===== src/design/rsid_pkg.sv =====
// Package for the instruction decoder: operation codes, opcodes and the decode result type.
`default_nettype none

package rsid_pkg;

  localparam int unsigned WordW = 32;
  localparam int unsigned RegW  = 5;
  localparam int unsigned KindW = 5;

  typedef enum logic [KindW-1:0] {
    OPK_UNKNOWN = 5'd0,
    OPK_J       = 5'd1,
    OPK_JAL     = 5'd2,
    OPK_BNF     = 5'd3,
    OPK_BF      = 5'd4,
    OPK_NOP     = 5'd5,
    OPK_MOVHI   = 5'd6,
    OPK_JR      = 5'd7,
    OPK_LWZ     = 5'd8,
    OPK_ADDI    = 5'd9,
    OPK_ORI     = 5'd10,
    OPK_SW      = 5'd11,
    OPK_ADD     = 5'd12,
    OPK_SUB     = 5'd13,
    OPK_SFEQ    = 5'd14,
    OPK_SFNE    = 5'd15,
    OPK_SFGES   = 5'd16
  } op_kind_e;

  localparam logic [5:0] OPC_J     = 6'h00;
  localparam logic [5:0] OPC_JAL   = 6'h01;
  localparam logic [5:0] OPC_BNF   = 6'h03;
  localparam logic [5:0] OPC_BF    = 6'h04;
  localparam logic [5:0] OPC_NOP   = 6'h05;
  localparam logic [5:0] OPC_MOVHI = 6'h06;
  localparam logic [5:0] OPC_JR    = 6'h11;
  localparam logic [5:0] OPC_LWZ   = 6'h21;
  localparam logic [5:0] OPC_ADDI  = 6'h27;
  localparam logic [5:0] OPC_ORI   = 6'h2A;
  localparam logic [5:0] OPC_SW    = 6'h35;
  localparam logic [5:0] OPC_ALU   = 6'h38;
  localparam logic [5:0] OPC_SF    = 6'h39;

  localparam logic [1:0] NOP_SUB     = 2'b01;
  localparam logic [3:0] ALU_FN_ADD  = 4'h0;
  localparam logic [3:0] ALU_FN_SUB  = 4'h2;
  localparam logic [4:0] SF_FN_EQ    = 5'h00;
  localparam logic [4:0] SF_FN_NE    = 5'h01;
  localparam logic [4:0] SF_FN_GES   = 5'h0B;

  typedef struct packed {
    op_kind_e          kind;
    logic [RegW-1:0]   dest;
    logic [RegW-1:0]   src_a;
    logic [RegW-1:0]   src_b;
    logic [WordW-1:0]  imm;
    logic [WordW-1:0]  target;
  } dec_t;

endpackage

`default_nettype wire


===== src/design/rsid_decode.sv =====
// Combinational decode of one instruction word and its address into a decode result.
`default_nettype none

module rsid_decode
  import rsid_pkg::*;
(
  input  logic [WordW-1:0] word_i,
  input  logic [WordW-1:0] addr_i,
  output dec_t             dec_o
);

  logic [5:0]       opc;
  logic [RegW-1:0]  rd;
  logic [RegW-1:0]  ra;
  logic [RegW-1:0]  rb;
  logic [WordW-1:0] rel_tgt;
  logic [WordW-1:0] simm;
  logic [WordW-1:0] sw_imm;

  assign opc     = word_i[31:26];
  assign rd      = word_i[25:21];
  assign ra      = word_i[20:16];
  assign rb      = word_i[15:11];
  assign rel_tgt = addr_i + {{4{word_i[25]}}, word_i[25:0], 2'b00};
  assign simm    = {{16{word_i[15]}}, word_i[15:0]};
  assign sw_imm  = {{16{rd[4]}}, rd, word_i[10:0]};

  always_comb begin
    dec_o = '0;
    dec_o.kind = OPK_UNKNOWN;
    case (opc)
      OPC_J: begin
        dec_o.kind   = OPK_J;
        dec_o.target = rel_tgt;
      end
      OPC_JAL: begin
        dec_o.kind   = OPK_JAL;
        dec_o.target = rel_tgt;
      end
      OPC_BNF: begin
        dec_o.kind   = OPK_BNF;
        dec_o.target = rel_tgt;
      end
      OPC_BF: begin
        dec_o.kind   = OPK_BF;
        dec_o.target = rel_tgt;
      end
      OPC_NOP: begin
        if (word_i[25:24] == NOP_SUB) begin
          dec_o.kind = OPK_NOP;
        end
      end
      OPC_MOVHI: begin
        if (!word_i[16]) begin
          dec_o.kind = OPK_MOVHI;
          dec_o.dest = rd;
          dec_o.imm  = {word_i[15:0], 16'h0000};
        end
      end
      OPC_JR: begin
        dec_o.kind  = OPK_JR;
        dec_o.src_b = rb;
      end
      OPC_LWZ: begin
        dec_o.kind  = OPK_LWZ;
        dec_o.dest  = rd;
        dec_o.src_a = ra;
        dec_o.imm   = simm;
      end
      OPC_ADDI: begin
        dec_o.kind  = OPK_ADDI;
        dec_o.dest  = rd;
        dec_o.src_a = ra;
        dec_o.imm   = simm;
      end
      OPC_ORI: begin
        dec_o.kind  = OPK_ORI;
        dec_o.dest  = rd;
        dec_o.src_a = ra;
        dec_o.imm   = {16'h0000, word_i[15:0]};
      end
      OPC_SW: begin
        dec_o.kind  = OPK_SW;
        dec_o.src_a = ra;
        dec_o.src_b = rb;
        dec_o.imm   = sw_imm;
      end
      OPC_ALU: begin
        if (word_i[9:8] == 2'b00 &&
            (word_i[3:0] == ALU_FN_ADD || word_i[3:0] == ALU_FN_SUB)) begin
          dec_o.kind  = (word_i[3:0] == ALU_FN_ADD) ? OPK_ADD : OPK_SUB;
          dec_o.dest  = rd;
          dec_o.src_a = ra;
          dec_o.src_b = rb;
        end
      end
      OPC_SF: begin
        if (rd == SF_FN_EQ || rd == SF_FN_NE || rd == SF_FN_GES) begin
          case (rd)
            SF_FN_EQ: dec_o.kind = OPK_SFEQ;
            SF_FN_NE: dec_o.kind = OPK_SFNE;
            default:  dec_o.kind = OPK_SFGES;
          endcase
          dec_o.src_a = ra;
          dec_o.src_b = rb;
        end
      end
      default: begin
        dec_o.kind = OPK_UNKNOWN;
      end
    endcase
  end

endmodule

`default_nettype wire


===== src/design/risc_subset_instruction_decoder.sv =====
// Top level of the instruction decoder: input register, decode logic and result register.
//
//   Channel | Valid       | Ready       | Payload
//   --------+-------------+-------------+---------------------------------------------
//   input   | in_valid_i  | in_ready_o  | insn_word_i, insn_addr_i
//   result  | out_valid_o | out_ready_i | op_kind_o, dest_reg_o, src_a_reg_o,
//           |             |             | src_b_reg_o, imm_value_o, branch_target_o
//
// A request is accepted every cycle while the result is not stalled; it passes through the input
// register and then the result register before it is presented, with the decode logic and the
// 32-bit target adder between the two registers.
// Reset clears both valid flags; payload registers are not reset.
// When the result is stalled, each stage holds and takes a new request only once it empties.
`default_nettype none

module risc_subset_instruction_decoder
  import rsid_pkg::*;
(
  input  logic             clk_i,
  input  logic             rst_ni,
  input  logic             in_valid_i,
  output logic             in_ready_o,
  input  logic [WordW-1:0] insn_word_i,
  input  logic [WordW-1:0] insn_addr_i,
  output logic             out_valid_o,
  input  logic             out_ready_i,
  output logic [KindW-1:0] op_kind_o,
  output logic [RegW-1:0]  dest_reg_o,
  output logic [RegW-1:0]  src_a_reg_o,
  output logic [RegW-1:0]  src_b_reg_o,
  output logic [WordW-1:0] imm_value_o,
  output logic [WordW-1:0] branch_target_o
);

  logic             in_v_q;
  logic [WordW-1:0] word_q;
  logic [WordW-1:0] addr_q;
  logic             res_v_q;
  dec_t             res_q;
  dec_t             res_d;
  logic             res_ready;

  assign res_ready  = !res_v_q || out_ready_i;
  assign in_ready_o = !in_v_q || res_ready;

  always_ff @(posedge clk_i or negedge rst_ni) begin
    if (!rst_ni) begin
      in_v_q <= 1'b0;
    end else if (in_ready_o) begin
      in_v_q <= in_valid_i;
    end
  end

  always_ff @(posedge clk_i) begin
    if (in_ready_o && in_valid_i) begin
      word_q <= insn_word_i;
      addr_q <= insn_addr_i;
    end
  end

  rsid_decode u_decode (
    .word_i (word_q),
    .addr_i (addr_q),
    .dec_o  (res_d)
  );

  always_ff @(posedge clk_i or negedge rst_ni) begin
    if (!rst_ni) begin
      res_v_q <= 1'b0;
    end else if (res_ready) begin
      res_v_q <= in_v_q;
    end
  end

  always_ff @(posedge clk_i) begin
    if (res_ready && in_v_q) begin
      res_q <= res_d;
    end
  end

  assign out_valid_o     = res_v_q;
  assign op_kind_o       = res_q.kind;
  assign dest_reg_o      = res_q.dest;
  assign src_a_reg_o     = res_q.src_a;
  assign src_b_reg_o     = res_q.src_b;
  assign imm_value_o     = res_q.imm;
  assign branch_target_o = res_q.target;

`ifndef SYNTHESIS
  a_unknown_clear : assert property (@(posedge clk_i) disable iff (!rst_ni)
    (out_valid_o && op_kind_o == OPK_UNKNOWN) |->
      (dest_reg_o == '0 && src_a_reg_o == '0 && src_b_reg_o == '0 &&
       imm_value_o == '0 && branch_target_o == '0))
    else $error("Unknown operation carries non-zero fields.");

  a_target_only_jumps : assert property (@(posedge clk_i) disable iff (!rst_ni)
    (out_valid_o && branch_target_o != '0) |->
      (op_kind_o == OPK_J || op_kind_o == OPK_JAL ||
       op_kind_o == OPK_BNF || op_kind_o == OPK_BF))
    else $error("Branch target set for a non-branch operation.");

  a_input_stage_holds : assert property (@(posedge clk_i) disable iff (!rst_ni)
    (in_v_q && !res_ready) |=> (in_v_q && $stable(word_q) && $stable(addr_q)))
    else $error("Input stage lost a request while the result stage was full.");

  a_stage_advance : assert property (@(posedge clk_i) disable iff (!rst_ni)
    (in_v_q && res_ready) |=> res_v_q)
    else $error("Request in the input stage did not reach the result stage.");
`endif

endmodule

`default_nettype wire

===== config.mk =====
export PLATFORM = sky130hd
export DESIGN_NAME = risc_subset_instruction_decoder
export DESIGN_NICKNAME = d
export VERILOG_FILES = /design/src/design/rsid_pkg.sv /design/src/design/rsid_decode.sv /design/src/design/risc_subset_instruction_decoder.sv
export SDC_FILE = /design/constraint.sdc
export NUM_CORES = 1
export LEC_CHECK = 0
export ABC_AREA = 1
export BUFFER_PORTS_ARGS = -buffer_cell sky130_fd_sc_hd__buf_2
export CORE_ASPECT_RATIO = 0.75
export CORE_UTILIZATION = 31
export CTS_CLUSTER_DIAMETER = 50
export DETAILED_ROUTE_END_ITERATION = 16
export PLACE_DENSITY_LB_ADDON = 0.12
export SKIP_CTS_REPAIR_TIMING = 1
export SLEW_MARGIN = 0
export SYNTH_ARGS = -nofsm -noshare
export SYNTH_HDL_FRONTEND = slang
export SYNTH_SLANG_ARGS = --single-unit

===== constraint.sdc =====
create_clock -name clk_i -period 8.37 [get_ports clk_i]
set_clock_uncertainty 0.1 [all_clocks]
set_input_delay 1.674 -clock clk_i [delete_from_list [all_inputs] [get_ports clk_i]]
set_output_delay 1.674 -clock clk_i [all_outputs]
set_load 0.1 [all_outputs]

==> qor.yml <==
floorplan:
  io_pins: 154
  fp.dieW_um: 182
  start_util: 0.316
  die_area_um2: 25000
  die_h_um: 137
  core_area_um2: 23900
  rows: 49
clock_tree:
  cts.clk_slew.worst_paths_ns: 0.07
  cts_num_sinks: 150
  root_buffer: "clkbuf_16"
  max-clock-path-buffers: 2
  insertion_delay_ns: 0.43
  htreeDepth: 4
  cts_tree: "yes"
  numCtsBuffers: 17
synthesis:
  ys.flop_type: "edfxtp_1"
  synth.net_count: 885
  yosys_warnings: 0
  async_flop_share: 0.0133
  yosys_register_bits: 150
  synth_edf_count: 148
  syn_inst: 787
  postSynthAreaPerCell_um2: 9.59
  yosysSeqAreaShare: 0.595
  synth.distinct_cells: 39
  syn_area_um2: 7550
worst_hold_path:
  min_path_type: "reg -> reg"
sta:
  min_period_over_period: 0.495
  fmax_mhz: 241
  maxSlewHeadroom: 0.403
  slew_viol_final: 0
  fin_tns_setup_ns: 0
  hold_viol_final: 0
  finalSetupViolCount: 0
  finalCriticalPeriod_ns: 4.14
  rsz0062_at_grt: "false"
  tightest_slew_ns: 0.894
power_and_ir_drop:
  p_int_w: 0.00144
  powerDensity_nw_per_um2: 250
  clkPwrFrac: 0.335
  p_comb_frac: 0.261
  power_leakage_nw: 4.38
  switching_share: 0.379
  p_sw_w: 0.000878
  ir_drop_uv: 129
  pwr-share-seq: 0.404
place:
  placed_cell_area_um2: 8690
  detailedPlacementHpwl_um: 14800
  gp_congestion: 0.816
  port_buffers: 153
detailed_routing:
  wl_met2_um: 7950
  route.met3.wl_um: 894
  drc: 0
  wire_per_inst_um: 15.6
  postRouteWirelength_um: 19900
  met1_length_um: 10900
  top_layer: "met4"
  antenna_left: 0
  drt_pass1_iterations: 5
  vias_per_cell: 4.45
  num_vias: 5684
  drt_iter0_drc: 334
finish:
  post-route-cell-area_um2: 9280
  regArea_um2: 4490
  drive_gt1_frac: 0.222
  multiInputGateArea_um2: 2490
  area_delta_synth_final_pct: 22.9
  nFillCells: 2471
  diodes: 0
  final_nets: 1055
worst_setup_path:
  path_buf_inv: 3
  path_cells: "buf_2 -> inv_1 -> nand3_1 -> buf_2"
  start_kind: "input port"
  end_kind: "output port"
  cpLargestDelayFamily: "buffers and inverters"
  slowest_delay_ns: 0.44
  crit_type: "in -> out"
  path_max_fanout: 3
  cp_data_required_time_ns: 6.60
  cp.arrival_ns: 2.37
  critPathSlowestCell: "buf_2"
  path_common_cell: "buf_2"
outcome:
  status: "completed"
grt:
  track_usage: 0.164
  first_global_vias: 5366
  grt_max_degree: 65
  antenna_found_initial: 0
  grt_pass1_wl_um: 30300
  grt_overflow_total: 0
run:
  drv_cap: 0
==> cells in the mapped netlist (2+ instances only) <==
cell | instances | area [um^2]
or2_1 | 2 | 12.5
and2_1 | 7 | 43.8
xnor2_1 | 2 | 17.5
nand3_1 | 30 | 150
nor3_2 | 2 | 20.0
nor2_2 | 3 | 18.8
nand2_2 | 2 | 12.5
o21a_1 | 4 | 30.0
o2111ai_1 | 2 | 17.5
nand2_1 | 208 | 781
o21ai_2 | 7 | 61.3
dfrtp_1 | 2 | 50.1
o22ai_1 | 4 | 25.0
buf_6 | 3 | 33.8
nor2_4 | 2 | 22.5
nor3_1 | 7 | 35.0
a21oi_1 | 39 | 195
o21ai_0 | 20 | 100
edfxtp_1 | 148 | 4440
ha_1 | 29 | 363
nand4_1 | 10 | 62.6
buf_2 | 2 | 10.0
inv_2 | 4 | 15.0
inv_1 | 137 | 514
o21bai_1 | 3 | 22.5
nor2_1 | 95 | 357
==> power groups by stage <==
stage                     sequential, W  combinational [W]  clock (W)
after floorplan                 0.00125           0.000186          0
after global placement         0.000953           0.000606          0
after detailed placement       0.000952           0.000607          0
after CTS                      0.000937           0.000609   0.000800
after global routing           0.000942           0.000648   0.000824
final                          0.000935           0.000604   0.000777
==> registers in the layout (all words and copies together), names as in the netlist <==
name,flops
word_q,32
src_b_reg_o,5
in_v_q,1
dest_reg_o,5
addr_q,32
imm_value_o,32
op_kind_o,5
branch_target_o,32
src_a_reg_o,5
out_valid_o,1
==> area by class of cell <==
type	instances	share of cell area
multi-input combinational	490	0.268
clock inverter	14	0.0171
timing repair buffer	156	0.0850
sequential	150	0.484
tap	306	0.0413
clock buffer	18	0.0463
inverter	142	0.0575
==> per-stage QoR <==
| step | total power [W] | cells | hold WS [ns] | worst slack [ns] | utilization |
|---|---|---|---|---|---|
| after CTS | 0.00234 | 1276 | 0.441 | 4.22 | 0.388 |
| after global placement | 0.00156 | 1244 | 0.418 | 4.23 | 0.363 |
| after floorplan | 0.00143 | 787 | 0.347 | 1.94 | - |
| final | 0.00232 | 1276 | 0.438 | 4.23 | 0.388 |
| after global routing | 0.00241 | 1276 | 0.495 | 4.17 | 0.388 |
| after detailed placement | 0.00156 | 1244 | 0.419 | 4.22 | 0.363 |
==> worst reg2reg max path, delay by kind of cell, from the launching register on <==
| family | cells | cell delay, ns |
|---|---|---|
| AO/OA/AOI/OAI | 2 | 0.53 |
| adder cells (fa/ha/maj) | 2 | 0.67 |
| AND/OR/NAND/NOR | 4 | 0.50 |
| buffers and inverters | 1 | 0.07 |
| flip-flops | 1 | 0.43 |
==> logic make-up after synthesis <==
group,after synthesis,synth area share
flops,150,0.595
xor+xnor,3,0.00348
buf+inv,147,0.0764
fa+ha+maj,30,0.0507
simple gates,375,0.212
compound gates,82,0.0625
==> layer usage <==
layer	up-vias	track usage
met1	2592	0.250
met2	151	0.233
met5	-	0
met4	0	0.0420
met3	13	0.0343
li1	2928	-
==> path summary, 6_finish.rpt <==
| kind | startpoint | to | cells past startpoint | slack (ns) |
|---|---|---|---|---|
| max in group asynchronous | rst_ni | in_v_q | 1 | 7.16 |
| min reg2reg | in_v_q | out_valid_o | 2 | 0.44 |
| max | out_ready_i | in_ready_o | 4 | 4.23 |
| min | in_v_q | out_valid_o | 2 | 0.44 |
| min in group asynchronous | rst_ni | out_valid_o | 1 | 0.92 |
| max reg2reg | word_q[0] | branch_target_o[30] | 9 | 5.83 |
==> cells in the final DEF, fill, tap and decap left out, types with 5 or more instances in the layout <==
| cell | synthesis | layout |
|---|---|---|
| ha_1 | 29 | 29 |
| inv_1 | 137 | 136 |
| inv_2 | 4 | 5 |
| o21ai_0 | 20 | 20 |
| nand2_1 | 208 | 208 |
| a21oi_1 | 39 | 38 |
| nor3_1 | 7 | 7 |
| nand3_1 | 30 | 30 |
| o21ai_2 | 7 | 7 |
| edfxtp_1 | 148 | 148 |
| and2_1 | 7 | 7 |
| buf_2 | 2 | 153 |
| nor2_1 | 95 | 95 |
| nand4_1 | 10 | 10 |
| clkbuf_16 | 0 | 17 |
No activity file was read; power rests on OpenSTA's default activity.
